**config.mk**
```make
export PLATFORM = sky130hd
export DESIGN_NAME = ric_sequencer
export DESIGN_NICKNAME = d
export VERILOG_FILES = /design/src/hdl/ric_pkg.sv /design/src/hdl/ric_sequencer.sv
export SDC_FILE = /design/constraint.sdc
export NUM_CORES = 1
export LEC_CHECK = 0
export BUFFER_PORTS_ARGS = -buffer_cell sky130_fd_sc_hd__buf_4
export CAP_MARGIN = 25
export CORE_AREA = 2 2 39 41
export CTS_CLUSTER_SIZE = 24
export DETAILED_ROUTE_END_ITERATION = 16
export DIE_AREA = 0 0 41 43
export PLACE_DENSITY = 0.58
export SLEW_MARGIN = 30
export SYNTH_ARGS = -nofsm -noshare
export SYNTH_HDL_FRONTEND = slang
export SYNTH_SLANG_ARGS = --single-unit
```
**constraint.sdc**
```tcl
create_clock -name clk_i -period 1.7 [get_ports clk_i]
set_input_delay 0.17 -clock clk_i [delete_from_list [all_inputs] [get_ports clk_i]]
set_output_delay 0.17 -clock clk_i [all_outputs]
set_load 0.02 [all_outputs]
```
**src/hdl/ric_pkg.sv**
```systemverilog
// ric_pkg: shared types, constants and the control store of the inode cache.
// Used by ric_sequencer, ric_datapath and refcounted_inode_cache.
// No dependencies.
package ric_pkg;

  // Table geometry
  localparam int SLOTS            = 64;
  localparam int INODES_PER_BLOCK = 8;   // power of two
  localparam int SLOT_W           = $clog2(SLOTS);

  // Field widths
  localparam int DEV_W  = 16;
  localparam int INO_W  = 32;
  localparam int IDX_W  = 6;
  localparam int BLK_W  = 32;
  localparam int OFF_W  = 3;
  localparam int CNT_W  = 16;
  localparam int STAT_W = 3;

  // Commands
  localparam logic CMD_GET = 1'b0;
  localparam logic CMD_PUT = 1'b1;

  // Result status codes
  localparam logic [STAT_W-1:0] STAT_HIT       = 3'd0;
  localparam logic [STAT_W-1:0] STAT_ALLOC     = 3'd1;
  localparam logic [STAT_W-1:0] STAT_FULL      = 3'd2;
  localparam logic [STAT_W-1:0] STAT_HELD      = 3'd3;
  localparam logic [STAT_W-1:0] STAT_CLEAN     = 3'd4;
  localparam logic [STAT_W-1:0] STAT_WRITEBACK = 3'd5;
  localparam logic [STAT_W-1:0] STAT_BAD       = 3'd6;

  // Microprogram step addresses
  localparam int STEP_W = 3;
  localparam logic [STEP_W-1:0] STEP_LOAD   = 3'd0;
  localparam logic [STEP_W-1:0] STEP_MATCH  = 3'd1;
  localparam logic [STEP_W-1:0] STEP_PICK   = 3'd2;
  localparam logic [STEP_W-1:0] STEP_LOCATE = 3'd3;
  localparam logic [STEP_W-1:0] STEP_CHECK  = 3'd4;
  localparam logic [STEP_W-1:0] STEP_COMMIT = 3'd5;

  // Datapath operations
  typedef enum logic [2:0] {
    OP_NOP,
    OP_LOAD,
    OP_MATCH,
    OP_PICK,
    OP_LOCATE,
    OP_CHECK,
    OP_COMMIT
  } dp_op_e;

  // Jump conditions
  typedef enum logic [2:0] {
    CND_NEVER,
    CND_ALWAYS,
    CND_IN_ACC,
    CND_PUT,
    CND_OUT_FREE
  } cond_e;

  // One control word
  typedef struct packed {
    dp_op_e              op;
    cond_e               cond;
    logic                hold;    // stay on this step when the jump is not taken
    logic [STEP_W-1:0]   target;
  } ctrl_t;

  // Datapath flags seen by the sequencer
  typedef struct packed {
    logic is_put;
    logic out_free;
  } dp_stat_t;

  // Control store: next = jump ? target : (hold ? step : step + 1)
  function automatic ctrl_t rom_word(input logic [STEP_W-1:0] step);
    ctrl_t w;
    w = '{op: OP_NOP, cond: CND_ALWAYS, hold: 1'b0, target: STEP_LOAD};
    unique case (step)
      STEP_LOAD:   w = '{op: OP_LOAD,   cond: CND_IN_ACC,   hold: 1'b1, target: STEP_MATCH};
      STEP_MATCH:  w = '{op: OP_MATCH,  cond: CND_PUT,      hold: 1'b0, target: STEP_CHECK};
      STEP_PICK:   w = '{op: OP_PICK,   cond: CND_NEVER,    hold: 1'b0, target: STEP_LOAD};
      STEP_LOCATE: w = '{op: OP_LOCATE, cond: CND_ALWAYS,   hold: 1'b0, target: STEP_COMMIT};
      STEP_CHECK:  w = '{op: OP_CHECK,  cond: CND_ALWAYS,   hold: 1'b0, target: STEP_LOCATE};
      STEP_COMMIT: w = '{op: OP_COMMIT, cond: CND_OUT_FREE, hold: 1'b1, target: STEP_LOAD};
      default:     w = '{op: OP_NOP,    cond: CND_ALWAYS,   hold: 1'b0, target: STEP_LOAD};
    endcase
    return w;
  endfunction

endpackage

```
**src/hdl/ric_sequencer.sv**
```systemverilog
// ric_sequencer: step counter and control store of the inode cache.
// Depends on ric_pkg.
module ric_sequencer (
  input  logic              clk_i,
  input  logic              rst_ni,
  input  logic              in_valid_i,
  input  ric_pkg::dp_stat_t stat_i,
  output ric_pkg::ctrl_t    ctrl_o
);

  logic [ric_pkg::STEP_W-1:0] step_q, step_d;
  ric_pkg::ctrl_t             cw;
  logic                       jump;

  // Fetch the control word for the current step
  assign cw     = ric_pkg::rom_word(step_q);
  assign ctrl_o = cw;

  // Jump condition
  always_comb begin
    unique case (cw.cond)
      ric_pkg::CND_NEVER:    jump = 1'b0;
      ric_pkg::CND_ALWAYS:   jump = 1'b1;
      ric_pkg::CND_IN_ACC:   jump = in_valid_i;
      ric_pkg::CND_PUT:      jump = stat_i.is_put;
      ric_pkg::CND_OUT_FREE: jump = stat_i.out_free;
      default:               jump = 1'b0;
    endcase
  end

  // Next step
  always_comb begin
    if (jump) begin
      step_d = cw.target;
    end else if (cw.hold) begin
      step_d = step_q;
    end else begin
      step_d = step_q + 1'b1;
    end
  end

  always_ff @(posedge clk_i or negedge rst_ni) begin
    if (!rst_ni) begin
      step_q <= ric_pkg::STEP_LOAD;
    end else begin
      step_q <= step_d;
    end
  end

  // Only the six programmed steps are ever reached
  a_step_legal: assert property (@(posedge clk_i) disable iff (!rst_ni)
    step_q <= ric_pkg::STEP_COMMIT)
    else $error("sequencer left the program");

  // An accepted word always starts at the match step
  a_accept_next: assert property (@(posedge clk_i) disable iff (!rst_ni)
    (step_q == ric_pkg::STEP_LOAD && in_valid_i) |=> step_q == ric_pkg::STEP_MATCH)
    else $error("accepted word did not start the program");

endmodule

```
## Yosys cells after proc, flatten, opt, wreduce, memory -nomap -nowiden

Cells that the tools add are included.
Widths: inputs -> output; s select.

| word-level totals | value |
|---|---|
| output and inout port bits | 10 |
| bits in writable memories | 0 |
| input port bits | 5 |
| memories kept | 0 |
| logic and storage cells | 17 |
| register bits | 3 |
| bits in latches | 0 |
| bits in read-only memories | 0 |

| operators by class | value |
|---|---|
| reductions and logical operators | 1 |
| multipliers | 0 |
| $lt $le $gt $ge | 0 |
| bitwise operators | 0 |
| shift operators | 0 |
| add/sub/neg operators | 1 |
| multiplexer cells | 4 |
| divide/modulo/power cells | 0 |
| equality and inequality tests | 10 |

Operators by type and width:

| operator | number |
|---|---|
| $pmux 10 s6 | 1 |
| $eq 3x2->1 const B | 4 |
| $eq 3x3->1 const B | 3 |
| $eq 3x1->1 const B | 2 |
| $mux 3 | 2 |
| $pmux 1 s4 | 1 |
| $add 3x1->3 const B | 1 |
| $logic_not 3->1 | 1 |
| $ne 2x1->1 const B | 1 |

## Longest topological paths before layout

Gate-level depths: netlist (run 1).

| depth | value |
|---|---|
| depth in word-level cells | 5 |
| mapped depth | 7 |
| mapped depth without buffers | 6 |

## Least setup slack after synthesis (run 1)

Ideal clock, no wire load.

| timing | value |
|---|---|
| path kind | register to register |
| from | register step_q[0] in the netlist's numbering |
| to | register step_q[2] in the netlist's numbering |
| slack | -0.181 ns |
| data arrival time | 1.756 ns |
| cell stages (with the launch flop) | 7 |
| buffers on the path | 0 |
| clock period less this slack | 1.881 ns |
| cell sequence | dfrtp_1 > ha_1 > ha_1 > or3b_1 > a21oi_2 > a21boi_2 > mux2_4 |

| on the way | value |
|---|---|
| word-level cells in the longest chain between the ends | 5 |
| elaborated cells on any way between the ends | 16 |
| classes of those cells | add/sub (1); eq/ne (10); mux (4); reduce/logical (1) |

Ends and longest elaborated chain:

| what | RTL line | RTL |
|---|---|---|
| start: declaration | ric_sequencer.sv:11 | `logic [ric_pkg::STEP_W-1:0] step_q, step_d;` |
| start signal: assignment | ric_sequencer.sv:44 | `step_q <= ric_pkg::STEP_LOAD;` |
| start signal: assignment | ric_sequencer.sv:46 | `step_q <= step_d;` |
| $eq 3x3->1 (tied with other cells) | ric_pkg.sv:80 | `unique case (step)` |
| $pmux 10 s6 | ric_pkg.sv:80 |  |
| $eq 3x3->1 (tied with other cells) | ric_sequencer.sv:21 | `unique case (cw.cond)` |
| $pmux 1 s4 | ric_sequencer.sv:21 |  |
| $ne 2x1->1 (no source line) or $mux 3 (tied branches) | n/a |  |

Several ways; a longest one is shown, not always the timed one. The select of a mux whose other input is x is not followed.
A chain may end at the register's enable or synchronous reset.

## Final worst setup path (run 1)

Same ends and word-level chain as after synthesis.

==> results of run 1 <==
[kinds of logic after synthesis]
family          count (synthesis)
flops                           3
fa+ha+maj                       5
mux                             4
buf+inv                         8
xor+xnor                        1
simple gates                   16
compound gates                 10
[critical path: stages, from the launching register on]
cell	delay (ps)
sky130_fd_sc_hd__dfrtp_2	450
sky130_fd_sc_hd__ha_4	180
sky130_fd_sc_hd__ha_4	160
sky130_fd_sc_hd__or3b_4	410
sky130_fd_sc_hd__a21oi_4	160
sky130_fd_sc_hd__a21boi_2	90
sky130_fd_sc_hd__mux2_4	300
[metal layers]
metal  up-vias  track usage, %  wire length (um)
met2        10            28.1               727
met5         -               0                 0
met4         0            8.00                19
met1       219            21.1               487
li1        237               -                 -
met3         4            1.57                35
[cell usage after synthesis]
| master | instances | area share (%) |
|---|---|---|
| sky130_fd_sc_hd__a21o_1 | 1 | 1.9 |
| sky130_fd_sc_hd__o21ai_0 | 2 | 2.5 |
| sky130_fd_sc_hd__or3b_1 | 1 | 2.2 |
| sky130_fd_sc_hd__or3_1 | 2 | 3.2 |
| sky130_fd_sc_hd__nand2_1 | 2 | 1.9 |
| sky130_fd_sc_hd__dfrtp_1 | 3 | 19 |
| sky130_fd_sc_hd__o21bai_1 | 1 | 1.9 |
| sky130_fd_sc_hd__a41oi_2 | 1 | 4.1 |
| sky130_fd_sc_hd__nand2b_1 | 3 | 4.7 |
| sky130_fd_sc_hd__nand3b_1 | 1 | 1.9 |
| sky130_fd_sc_hd__inv_2 | 1 | 0.95 |
| sky130_fd_sc_hd__and2_1 | 1 | 1.6 |
| sky130_fd_sc_hd__mux2_4 | 1 | 3.8 |
| sky130_fd_sc_hd__nor2_1 | 5 | 4.7 |
| sky130_fd_sc_hd__and2_2 | 1 | 1.9 |
| sky130_fd_sc_hd__a221oi_1 | 1 | 2.2 |
| sky130_fd_sc_hd__a21oi_1 | 1 | 1.3 |
| sky130_fd_sc_hd__mux2i_1 | 2 | 5.1 |
| sky130_fd_sc_hd__buf_2 | 1 | 1.3 |
| sky130_fd_sc_hd__a21oi_2 | 1 | 2.2 |
| sky130_fd_sc_hd__inv_1 | 5 | 4.7 |
| sky130_fd_sc_hd__ha_1 | 5 | 16 |
| sky130_fd_sc_hd__o21ai_1 | 1 | 1.3 |
| sky130_fd_sc_hd__buf_4 | 1 | 1.9 |
| sky130_fd_sc_hd__xnor2_1 | 1 | 2.2 |
| sky130_fd_sc_hd__mux2_1 | 1 | 2.8 |
| sky130_fd_sc_hd__a21boi_2 | 1 | 2.8 |
[final cells by class]
type	count	area share, %
Timing Repair Buffer	37	35.4
Multi-Input combinational cell	36	46.8
Sequential cell	3	9.30
Inverter	6	3.00
Tap cell	16	2.40
Clock buffer	4	3.15
[worst min-delay path by stage]
stage / from / endpoint / slack (ps) / depth (start not counted)
6_report: in_valid_i / step_q[1]$_DFFE_PN0P_ / 250 / 3
3_3_place_gp: rst_ni / step_q[0]$_DFFE_PN0P_ / -40 / 1
2_1_floorplan: rst_ni / step_q[0]$_DFFE_PN0P_ / -130 / 0
3_5_place_dp: rst_ni / step_q[0]$_DFFE_PN0P_ / -40 / 1
5_1_grt: in_valid_i / step_q[1]$_DFFE_PN0P_ / 240 / 3
4_1_cts: rst_ni / step_q[0]$_DFFE_PN0P_ / 260 / 2
[through the flow]
| stage | setup slack (ps) | cell area, um2 | cells | hold slack [ps] |
|---|---|---|---|---|
| finish | -171 | 835 | 102 | 247 |
| global route | -224 | 835 | 102 | 241 |
| CTS | -186 | 732 | 98 | 255 |
| detailed placement | -166 | 648 | 91 | -35.6 |
| global placement | -132 | 648 | 91 | -38.9 |
| floorplan | -76.3 | 419 | 47 | -126 |
[repair_timing]
action / in CTS / in global routing
buffers inserted: 3 / 5
setup endpoints to repair: 7 / 8
hold endpoints to repair: 3 / 0
pin swaps: 3 / 8
gates resized for setup: 5 / 17
hold buffers: 1 / 0
==> summary.txt, run 1 <==
Timing
  • Final critical delay including setup and external delays: 1870 ps
  • Final clock skew: about 4.7 ps
  • Setup TNS: -442 ps
  • Setup violators final: 3
  • RSZ-0062 raised after global routing: yes
  • Number of max-slew violations in the final report: 0
  • Crit path setup slack, layout: -171 ps
  • Period Utilization, post-route: 110%
  • Fmax achieved: around 530 MHz
  • Relative max-transition margin: between 80% and 90%
  • Transition time at the pin with the least slew margin: approximately 270 ps
  • Count of endpoints failing hold in the final timing report: 0

Clock network
  • Level count of the clock H-tree: 1
  • Library cell used as clock root buffer: sky130_fd_sc_hd__clkbuf_4
  • Post-CTS clock slew at the launch and capture registers of the worst setup and hold paths: 40 ps
  • Clock net sink count: 3
  • Total clock buffers created by CTS: 3
  • Clock tree from TritonCTS: built
  • Buffer levels on the longest clock path: 2
  • Clock latency reported for the late side of the worst-skew pair: roughly 230 ps

Synth
  • Proportion of synthesized chip area in sequential cells: between 10% and 20%
  • Cell count after synthesis: 47
  • Number of storage elements in the synthesis netlist: 3
  • Per-instance average area after synthesis: around 8.4 um2
  • Xor/xnor share of the synthesized area: ~2.2%
  • Fraction of synthesized area in multiplexers: approximately an eighth
  • Net Count, Synth: 57
  • Area fraction in and, or, nand and nor cells after synthesis: between 20 and 25%
  • Post-synthesis instance area: just under 400 um2
  • Number of library cell types mapped by synthesis: 27
  • Post-synthesis share of cell area spent on full adders, half adders and majority gates: 15.8%
  • Synthesis Warnings: 0
  • Synth Area in Compound Gates: between 20 and 25%
  • Combinational family with the most area after synthesis: simple AND/OR/NAND/NOR gates

Final layout
  • Area occupied by multi-input gates: 390 um2
  • Share of post-route cells with drive strength above 1: around two thirds
  • Storage element area: just under 80 um2
  • Most used cells in the layout excluding fill and tap cells: 32 x sky130_fd_sc_hd__buf_4, 5 x sky130_fd_sc_hd__nor2_1, 5 x sky130_fd_sc_hd__ha_4
  • Number of flip-flops in the largest register: 3
  • Number of fillers in the final layout: between 100 and 150
  • Register name with the most flops: step_q
  • Nets: 97
  • Top Registers: step_q x3
  • Area growth from synthesis to layout: 111%
  • Final Core Density: between 60% and 70%
  • Leading cell type in the layout, fill and taps excluded: sky130_fd_sc_hd__buf_4
  • Number of antenna cells inserted: 0

Critical path
  • Termination of the worst setup path: step_q[2]$_DFFE_PN0P_
  • Critical Path Sink Type: register
  • Worst-path maximum fanout: 4
  • Logic depth of the worst register-to-register path: 6
  • Critical path launch point: step_q[0]$_DFFE_PN0P_
  • Startpoint types: register
  • WS Path Type: reg2reg
  • CP arrival: a little under 2000 ps
  • CP Data Required Time: approximately 1800 ps
  • RR Startpoint: step_q[0]$_DFFE_PN0P_
  • End of the worst register-to-register path: step_q[2]$_DFFE_PN0P_
  • Reg-to-reg slack, setup: -170 ps

GRT
  • Wire length of the first global-routing pass: 1990 um
  • Maximum number of pins on one net before global-route repair: 7
  • Number of global-route vias before repair: approximately 460
  • Overall global routing resource usage: between 10% and 20%
  • GRT Residual Overflow: 0
  • Antenna violations before repair: 0

Floorplan
  • Die Wd: 41 um
  • Starting density of the core: around 29%
  • Placeable core area: 1380 um2
  • Vert. Die Dim: 43 um
  • Number of core rows: 14
  • Full die area: 1760 um2
  • IO Count: 15

Routing
  • Wirelength, routed: 1270 um
  • Antenna Violating Nets Remaining: 0
  • DR pass1 iterations: 2
  • Initial detailed-routing violation count: 3
  • Number of vias after detailed routing: between 400 and 500
  • Drc violations: 0
  • Average via count per standard cell: between 4 and 5
  • Average wire per cell in the routed design: 12.5 um

Outcome
  • Result of the run: complete, but fails checks
  • Failing checks: setup timing

Placement
  • Gpl congestion: 0.736
  • Count of input and output buffers: 14
  • Total half-perimeter wirelength after legalization and detailed placement: between 800 and 900 um

Hold path
  • Hold Crit Class: in2reg

Run
  • Max Cap Violations: 0
Power of run 1 is not shown: default switching activity piles up to over one toggle a cycle in this logic, so the estimate is an artifact.
==> run 2: changes to the inputs <==
Settings changed: MAX_ROUTING_LAYER set to met4.
==> summary.txt, run 2 (same netlist as run 1, synthesis figures left out) <==
Outcome
  • Result of the run: complete, but fails checks
  • Failing checks: setup timing

Placement
  • DP Area: 648 um2
  • Total half-perimeter wirelength after legalization and detailed placement: 875 um
  • Count of input and output buffers: 14
  • Number of cells after detailed placement: 91
  • Gpl congestion: 0.746

Clock network
  • Buffer levels on the longest clock path: 2
  • Clock latency reported for the late side of the worst-skew pair: 230 ps
  • Post-CTS clock slew at the launch and capture registers of the worst setup and hold paths: ~40 ps
  • Clock net sink count: 3
  • Library cell used as clock root buffer: sky130_fd_sc_hd__clkbuf_4
  • Total clock buffers created by CTS: 3
  • Level count of the clock H-tree: 1
  • Clock tree from TritonCTS: built

Timing
  • RSZ-0062 raised after global routing: yes
  • Worst slack on hold paths: ~250 ps
  • Final critical delay including setup and external delays: 1870 ps
  • Setup violators final: 3
  • Relative max-transition margin: 81.3%
  • Setup TNS: -441 ps
  • Count of endpoints failing hold in the final timing report: 0
  • Transition time at the pin with the least slew margin: roughly 280 ps
  • Final clock skew: around 4.7 ps
  • Fmax achieved: ~530 MHz
  • Number of max-slew violations in the final report: 0
  • Period Utilization, post-route: 110%
  • Crit path setup slack, layout: -171 ps

GRT
  • Wire length of the first global-routing pass: around 2000 um
  • GRT Residual Overflow: 0
  • Maximum number of pins on one net before global-route repair: 7
  • Number of global-route vias before repair: around 460
  • Antenna violations before repair: 0
  • Overall global routing resource usage: approximately 18%

Final layout
  • Number of flip-flops in the largest register: 3
  • Register name with the most flops: step_q
  • Top Registers: step_q x3
  • Number of fillers in the final layout: between 100 and 150
  • Area growth from synthesis to layout: 111%
  • Share of post-route cells with drive strength above 1: between 60 and 70%
  • Number of antenna cells inserted: 0
  • Post-route non-filler standard cell count: around 100
  • Most used cells in the layout excluding fill and tap cells: 32 x sky130_fd_sc_hd__buf_4, 5 x sky130_fd_sc_hd__nor2_1, 5 x sky130_fd_sc_hd__ha_4
  • Nets: slightly below 100
  • Final instance area: 835 um2
  • Leading cell type in the layout, fill and taps excluded: sky130_fd_sc_hd__buf_4

Critical path
  • End of the worst register-to-register path: step_q[2]$_DFFE_PN0P_
  • CP Data Required Time: 1810 ps
  • CP arrival: a little under 2000 ps
  • Largest incremental delay on the critical path: 450 ps
  • Slowest cell on crit path: sky130_fd_sc_hd__dfrtp_2
  • Critical Path Sink Type: register
  • WS Path Type: reg2reg
  • Worst-path maximum fanout: 4
  • Cell-by-cell trace of the critical path: ha_4 -> ha_4 -> or3b_4 -> a21oi_4 -> a21boi_2 -> mux2_4
  • Most prevalent standard cell on the critical path: sky130_fd_sc_hd__ha_4
  • Logic depth of the worst register-to-register path: 6
  • Startpoint types: register
  • Reg-to-reg slack, setup: -170 ps
  • RR Startpoint: step_q[0]$_DFFE_PN0P_

Floorplan
  • Number of core rows: 14
  • Full die area: 1760 um2
  • Placeable core area: approximately 1400 um2
  • Vert. Die Dim: ~43 um
  • Die Wd: slightly above 40 um
  • IO Count: 15
  • Starting density of the core: 28.6%

Routing
  • Wirelength, routed: between 1000 and 1500 um
  • Antenna Violating Nets Remaining: 0
  • Number of vias after detailed routing: roughly 470
  • Average wire per cell in the routed design: between 10 and 15 um
  • Drc violations: 0
  • Initial detailed-routing violation count: 3
  • DR pass1 iterations: 2
  • Average via count per standard cell: roughly 4.6

Hold path
  • Hold Crit Class: in2reg
  • Start point of the worst hold path: in_valid_i
  • Terminating pin of the worst hold path: step_q[1]$_DFFE_PN0P_
  • Hold depth: 3

Run
  • Max Cap Violations: 0
-- run 2: cell counts in the layout (fill, tap and decap cells not counted) --
No cell type changed its count.
-- run 2: worst max path at each step --
stage | from | end | slack [ps]
floorplan | step_q[0]$_DFFE_PN0P_ | step_q[2]$_DFFE_PN0P_ | -80
detailed placement | step_q[0]$_DFFE_PN0P_ | step_q[2]$_DFFE_PN0P_ | -170
CTS | step_q[1]$_DFFE_PN0P_ | ctrl_o[9] | -190
finish | step_q[0]$_DFFE_PN0P_ | step_q[2]$_DFFE_PN0P_ | -170
global placement | step_q[0]$_DFFE_PN0P_ | step_q[2]$_DFFE_PN0P_ | -130
global route | step_q[0]$_DFFE_PN0P_ | step_q[2]$_DFFE_PN0P_ | -220
-- run 2: timing repair --
| action | 4_1_cts | 5_1_grt |
|---|---|---|
| resized for setup | 5 | 17 |
| buffers inserted | 3 | 5 |
| hold endpoints to repair | 3 | 0 |
| pin swaps | 3 | 8 |
| gates cloned | 0 | 0 |
| hold buffers | 1 | 0 |
| setup endpoints to repair | 7 | 8 |
-- run 2: critical path, delay by kind of cell (launching register included) --
kind | cells | cell delay [ps]
AOI/OAI and AO/OA | 2 | 250
and+or+nand+nor | 1 | 410
muxes | 1 | 300
DFF | 1 | 450
adders and majority gates | 2 | 340
-- run 2: cell type report --
class / instances / area [um2] / area share [%]
clock buffer: 4 / 26.3 / 3.15
multi-input combinational: 36 / 390 / 46.8
sequential: 3 / 77.6 / 9.30
timing repair buffer: 37 / 295 / 35.4
tap: 16 / 20.0 / 2.40
inverter: 6 / 25.0 / 3.00
-- run 2: routing by layer --
metal / wire length [um] / GRT usage (%)
met2: 738 / 28.1
met3: 19 / 1.57
met4: 11 / 8.00
met5: 0 / -
met1: 507 / 21.1
-- run 2: per-stage QoR --
stage | utilization (%) | setup WS (ps)
after floorplan | - | -76.3
after global placement | 46.8 | -132
after detailed placement | 46.8 | -166
after CTS | 52.9 | -186
after global routing | 60.3 | -224
final | 60.3 | -171
Power of run 2 is left out for the same reason.
